<file path="src/rtl/rgbad_pkg.sv">
`default_nettype none
// ----------------------------------------------------------------------------
// rgbad_pkg: shared types and constants of the RGB565 area-average downscaler
// Configuration indexes, reset values, channel codes and the command and
// status bundles between the controller and the datapath.
// ----------------------------------------------------------------------------
package rgbad_pkg;

    localparam int DEF_MAX_TARGET = 128;
    localparam int DEF_MAX_SOURCE = 1024;
    localparam int DEF_MAX_WINDOW = 16;

    localparam int CFG_W       = 11;
    localparam int CFG_IDX_W   = 3;
    localparam int POS_CFG_W   = 10;
    localparam int TGT_CFG_W   = 8;
    localparam int PIX_W       = 16;
    localparam int COORD_W     = 7;
    localparam int IN_TDATA_W  = 16;
    localparam int OUT_TDATA_W = 32;

    localparam logic [CFG_IDX_W-1:0] CFG_SOURCE_WIDTH  = 3'd0;
    localparam logic [CFG_IDX_W-1:0] CFG_SOURCE_HEIGHT = 3'd1;
    localparam logic [CFG_IDX_W-1:0] CFG_CROP_EDGE     = 3'd2;
    localparam logic [CFG_IDX_W-1:0] CFG_TARGET_EDGE   = 3'd3;
    localparam logic [CFG_IDX_W-1:0] CFG_CROP_LEFT     = 3'd4;
    localparam logic [CFG_IDX_W-1:0] CFG_CROP_TOP      = 3'd5;

    localparam logic [CFG_W-1:0]     RST_SOURCE_WIDTH  = 11'd320;
    localparam logic [CFG_W-1:0]     RST_SOURCE_HEIGHT = 11'd320;
    localparam logic [CFG_W-1:0]     RST_CROP_EDGE     = 11'd320;
    localparam logic [TGT_CFG_W-1:0] RST_TARGET_EDGE   = 8'd96;
    localparam logic [POS_CFG_W-1:0] RST_CROP_POS      = 10'd0;

    localparam logic [1:0] CH_RED   = 2'd0;
    localparam logic [1:0] CH_GREEN = 2'd1;
    localparam logic [1:0] CH_BLUE  = 2'd2;

    typedef struct packed {
        logic       accept;
        logic       rst_div;
        logic       rst_load;
        logic       mem_read;
        logic       update;
        logic       ch_div;
        logic       ch_store;
        logic [1:0] ch;
        logic       out_load;
        logic       adv;
        logic       adv_store;
    } t_cmd;

    typedef struct packed {
        logic restart_due;
        logic div_done;
        logic emit;
        logic out_full;
        logic adv_div;
    } t_status;

endpackage
`default_nettype wire

</file>
<file path="src/rtl/rgbad_ctrl.sv">
`default_nettype none
// ----------------------------------------------------------------------------
// rgbad_ctrl: sequencer of the downscaler
// Steps one item through restart when due, accumulate, average when a pixel completes, and advance.
// ----------------------------------------------------------------------------
module rgbad_ctrl
    import rgbad_pkg::*;
(
    input  wire logic    i_clk,
    input  wire logic    i_rst_n,
    input  wire logic    i_in_valid,
    input  wire t_status i_status,
    output logic         o_in_ready,
    output t_cmd         o_cmd
);
    localparam logic [3:0] S_IDLE  = 4'd0;
    localparam logic [3:0] S_RDIV  = 4'd1;
    localparam logic [3:0] S_RWAIT = 4'd2;
    localparam logic [3:0] S_READ  = 4'd3;
    localparam logic [3:0] S_UPD   = 4'd4;
    localparam logic [3:0] S_CDIV  = 4'd5;
    localparam logic [3:0] S_CWAIT = 4'd6;
    localparam logic [3:0] S_OUT   = 4'd7;
    localparam logic [3:0] S_ADV   = 4'd8;
    localparam logic [3:0] S_AWAIT = 4'd9;

    logic [3:0] r_state, n_state;
    logic [1:0] r_ch, n_ch;

    always_comb begin
        o_cmd      = '0;
        n_state    = r_state;
        n_ch       = r_ch;
        o_in_ready = (r_state == S_IDLE);
        unique case (r_state)
            S_IDLE: begin
                if (i_in_valid) begin
                    o_cmd.accept = 1'b1;
                    n_state = i_status.restart_due ? S_RDIV : S_READ;
                end
            end
            S_RDIV: begin
                o_cmd.rst_div = 1'b1;
                n_state = S_RWAIT;
            end
            S_RWAIT: begin
                if (i_status.div_done) begin
                    o_cmd.rst_load = 1'b1;
                    n_state = S_READ;
                end
            end
            S_READ: begin
                o_cmd.mem_read = 1'b1;
                n_state = S_UPD;
            end
            S_UPD: begin
                o_cmd.update = 1'b1;
                if (i_status.emit) begin
                    n_ch    = CH_RED;
                    n_state = S_CDIV;
                end else begin
                    n_state = S_ADV;
                end
            end
            S_CDIV: begin
                o_cmd.ch_div = 1'b1;
                o_cmd.ch     = r_ch;
                n_state = S_CWAIT;
            end
            S_CWAIT: begin
                o_cmd.ch = r_ch;
                if (i_status.div_done) begin
                    o_cmd.ch_store = 1'b1;
                    if (r_ch == CH_BLUE) begin
                        n_state = S_OUT;
                    end else begin
                        n_ch    = r_ch + 2'd1;
                        n_state = S_CDIV;
                    end
                end
            end
            S_OUT: begin
                if (!i_status.out_full) begin
                    o_cmd.out_load = 1'b1;
                    n_state = S_ADV;
                end
            end
            S_ADV: begin
                o_cmd.adv = 1'b1;
                n_state = i_status.adv_div ? S_AWAIT : S_IDLE;
            end
            S_AWAIT: begin
                if (i_status.div_done) begin
                    o_cmd.adv_store = 1'b1;
                    n_state = S_IDLE;
                end
            end
            default: n_state = S_IDLE;
        endcase
    end

    always_ff @(posedge i_clk) begin
        if (!i_rst_n) begin
            r_state <= S_IDLE;
            r_ch    <= CH_RED;
        end else begin
            r_state <= n_state;
            r_ch    <= n_ch;
        end
    end

endmodule
`default_nettype wire

</file>
<file path="config.mk">
export PLATFORM = sky130hd
export DESIGN_NAME = rgbad_ctrl
export DESIGN_NICKNAME = d
export VERILOG_FILES = /design/src/rtl/rgbad_pkg.sv /design/src/rtl/rgbad_ctrl.sv
export SDC_FILE = /design/constraint.sdc
export NUM_CORES = 1
export LEC_CHECK = 0
export BUFFER_PORTS_ARGS = -buffer_cell sky130_fd_sc_hd__buf_2
export CORE_AREA = 2 2 39 41
export DETAILED_ROUTE_END_ITERATION = 10
export DIE_AREA = 0 0 41 43
export PLACE_DENSITY = 0.69
export SETUP_SLACK_MARGIN = 0.15
export SLEW_MARGIN = 20
export SYNTH_ARGS = -nofsm -noshare
export SYNTH_HDL_FRONTEND = slang
export SYNTH_SLANG_ARGS = --single-unit
</file>
<file path="constraint.sdc">
create_clock -name i_clk -period 3.8 [get_ports i_clk]
set_input_delay 0.19 -clock i_clk [delete_from_list [all_inputs] [get_ports i_clk]]
set_output_delay 0.19 -clock i_clk [all_outputs]
set_load 0.01 [all_outputs]
</file>
==> flow_summary.yaml <==
sta:
  hold_viol_final: 0
  setup_tns_ns: 0
  tightest_slew_ns: 0.592
  final.period_utilization: 0.444
  setup_viol: 0
  rsz0062_at_grt: "no"
  max_freq_mhz: 592
  finClkSkew_ns: 0.000259
  fin_crit_ns: 1.69
  slew_violations: 0
  slew_headroom: 0.605
synth:
  synth.largest_area_cell: "dfxtp_1"
  yosys-top-cells-area: "dfxtp_1, nor2_1, mux2i_1"
  synth_edf_count: 0
  async_reset_ff_frac: 0
  yosysWarnings: 0
  yosysTopAreaCellShare: 0.214
  synth_cells: 78
  synthDistinctLibCells: 33
  avgSynthCellArea_um2: 7.19
  syn_area_um2: 561
  synth_seq_area_share: 0.214
  synth_nets: 87
  synth-seq-cells: 6
  synth_flop_cell: "dfxtp_1"
grt:
  grt_pass1_wl_um: 2030
  overflow: 0
  met2_usage: 0.228
  busiest_layer: "met1"
  grt_max_degree: 20
  grt_use_met1: 0.239
  grt_usage: 0.172
  grt_antenna_before_repair: 0
  grt_pass1_vias: 474
  grt_util_met3: 0.0157
worst_hold_path:
  min_path_type: "in -> reg"
  worstHoldPathCells: 3
  hold_end: "r_state[2]"
  hold_start: "i_rst_n"
floorplan:
  start_util: 0.405
  die_w_um: 41
  core-area_mm2: 0.00138
  dieArea_mm2: 0.00176
  rows: 14
  die_h_um: 43
  ios: 21
finish:
  fin_util: 0.483
  layout.cells.non_filler: 111
  final_cell_mix: "buf_2, nor2_1, nand2_1, nor3_1, dfxtp_1"
  fin_nets: 106
  layout_commonest_cell: "buf_2"
  syn_to_final_growth_pct: 19.2
  num_antenna_cells: 0
  drive_gt1_frac: 0.284
  final_area_um2: 668
status:
  outcome: "finished, final reports clean"
clock_tree:
  cts.clk_slew.worst_paths_ns: 0.04
  cts_buffer_depth: 2
  cts_tree: "built"
  post_cts_buffers: 0
  clock_sinks: 6
  postCtsHoldBufs: 0
  cts_root_buf: "clkbuf_4"
  h-tree-depth: 1
  numCtsBuffers: 3
  cts_resized: 0
  insertion_delay_ns: 0.24
setup_path:
  reg2reg_slack_ns: 2.20
  critPathKind: "reg -> out"
  critPathMaxFanout: 18
  reg2regPathDepth: 4
  crit_path_end_kind: "output port"
  start_kind: "flip-flop"
  critPathArrivalTime_ns: 1.50
  r2r_start: "r_state[0]"
  required_ns: 3.61
  r2r_end: "r_state[1]"
power:
  p_leak_nw: 0.296
  powerDensity_mw_per_mm2: 553
  vdd_drop_max_mv: 0.323
drt:
  first_pass_iters: 4
  drcViolationCount: 0
  routed_wl_um: 1330
  drtIter0Drc: 21
  ant_nets: 0
  vias_per_cell: 5.51
  wire_per_inst_um: 12.0
  vias: 612
place:
  dp_hpwl_um: 997
  numPlacedInstances: 108
  dpl_cell_area_um2: 646
  io_buffers: 20
  gp_congestion: 0.798
job:
  maxCapViolCount: 0
[synthesized netlist by cell type, types with 2 or more instances]
library cell and instances:
buf_2 4, dfxtp_1 6, nor3_1 7, inv_1 3, nand2_1 8, mux2i_1 4
a211oi_2 2, nand3_1 3, nand2b_1 3, nor2_1 13, o21ai_0 3
[logic make-up after synthesis]
| kind of cell | Yosys count | synth area share |
|---|---|---|
| AO/OA/AOI/OAI | 14 | 0.205 |
| XOR/XNOR | 1 | 0.0156 |
| adder cells (fa/ha/maj) | 1 | 0.0223 |
| buffers and inverters | 9 | 0.0826 |
| flip-flops | 6 | 0.214 |
| multiplexers | 4 | 0.0714 |
| AND/OR/NAND/NOR | 43 | 0.388 |
[worst max-delay path by stage]
stage               startpoint         end  slack (ns)  cells past startpoint
floorplan           r_state[1]   o_cmd[11]        2.38                      3
global placement    r_state[2]  r_state[1]        2.26                      4
detailed placement  r_state[0]  r_state[1]        2.21                      4
CTS                 r_state[0]    o_cmd[2]        2.12                      3
global route        r_state[0]    o_cmd[2]        1.96                      3
finish              r_state[0]    o_cmd[2]        2.11                      3
[metal layers]
layer / wire length [um] / part of all wire
met1: 633 / 0.47
met2: 597 / 0.45
met3: 86 / 0.064
met4: 17 / 0.013
met5: 0 / 0
[sequential cells by signal, indices dropped and copies added, names as in the netlist]
signal   flops
r_ch         2
r_state      4
[worst max-delay path, cell delays in order, from the launching register on]
cell      delay [ns]
dfxtp_1         0.69
nand2b_1        0.22
nor3_1          0.19
buf_2           0.15
[stage by stage]
step / worst slack (ns) / hold slack, ns / total power, W
2_1_floorplan: 2.38 / 0.334 / 0.000269
3_3_place_gp: 2.26 / 0.487 / 0.000307
3_5_place_dp: 2.21 / 0.492 / 0.000312
4_1_cts: 2.12 / 0.234 / 0.000372
5_1_grt: 1.96 / 0.256 / 0.000399
6_report: 2.11 / 0.243 / 0.000369
[area by class of cell]
cell class	instances	area [um2]
Tap cell	16	20.0
Sequential cell	6	120
Fill cell	143	716
Timing Repair Buffer	20	100
Multi-Input combinational cell	63	394
Clock buffer	3	22.5
Inverter	3	11.3
[report_power, final]
part | total, W | leakage (nW) | switching [W] | internal [W]
registers | 0.000127 | 0.0489 | 0.0000513 | 0.0000759
logic | 0.000184 | 0.233 | 0.0000996 | 0.0000848
clock network | 0.0000576 | 0.0138 | 0.0000220 | 0.0000357
No activity file was read; power rests on OpenSTA's default activity.
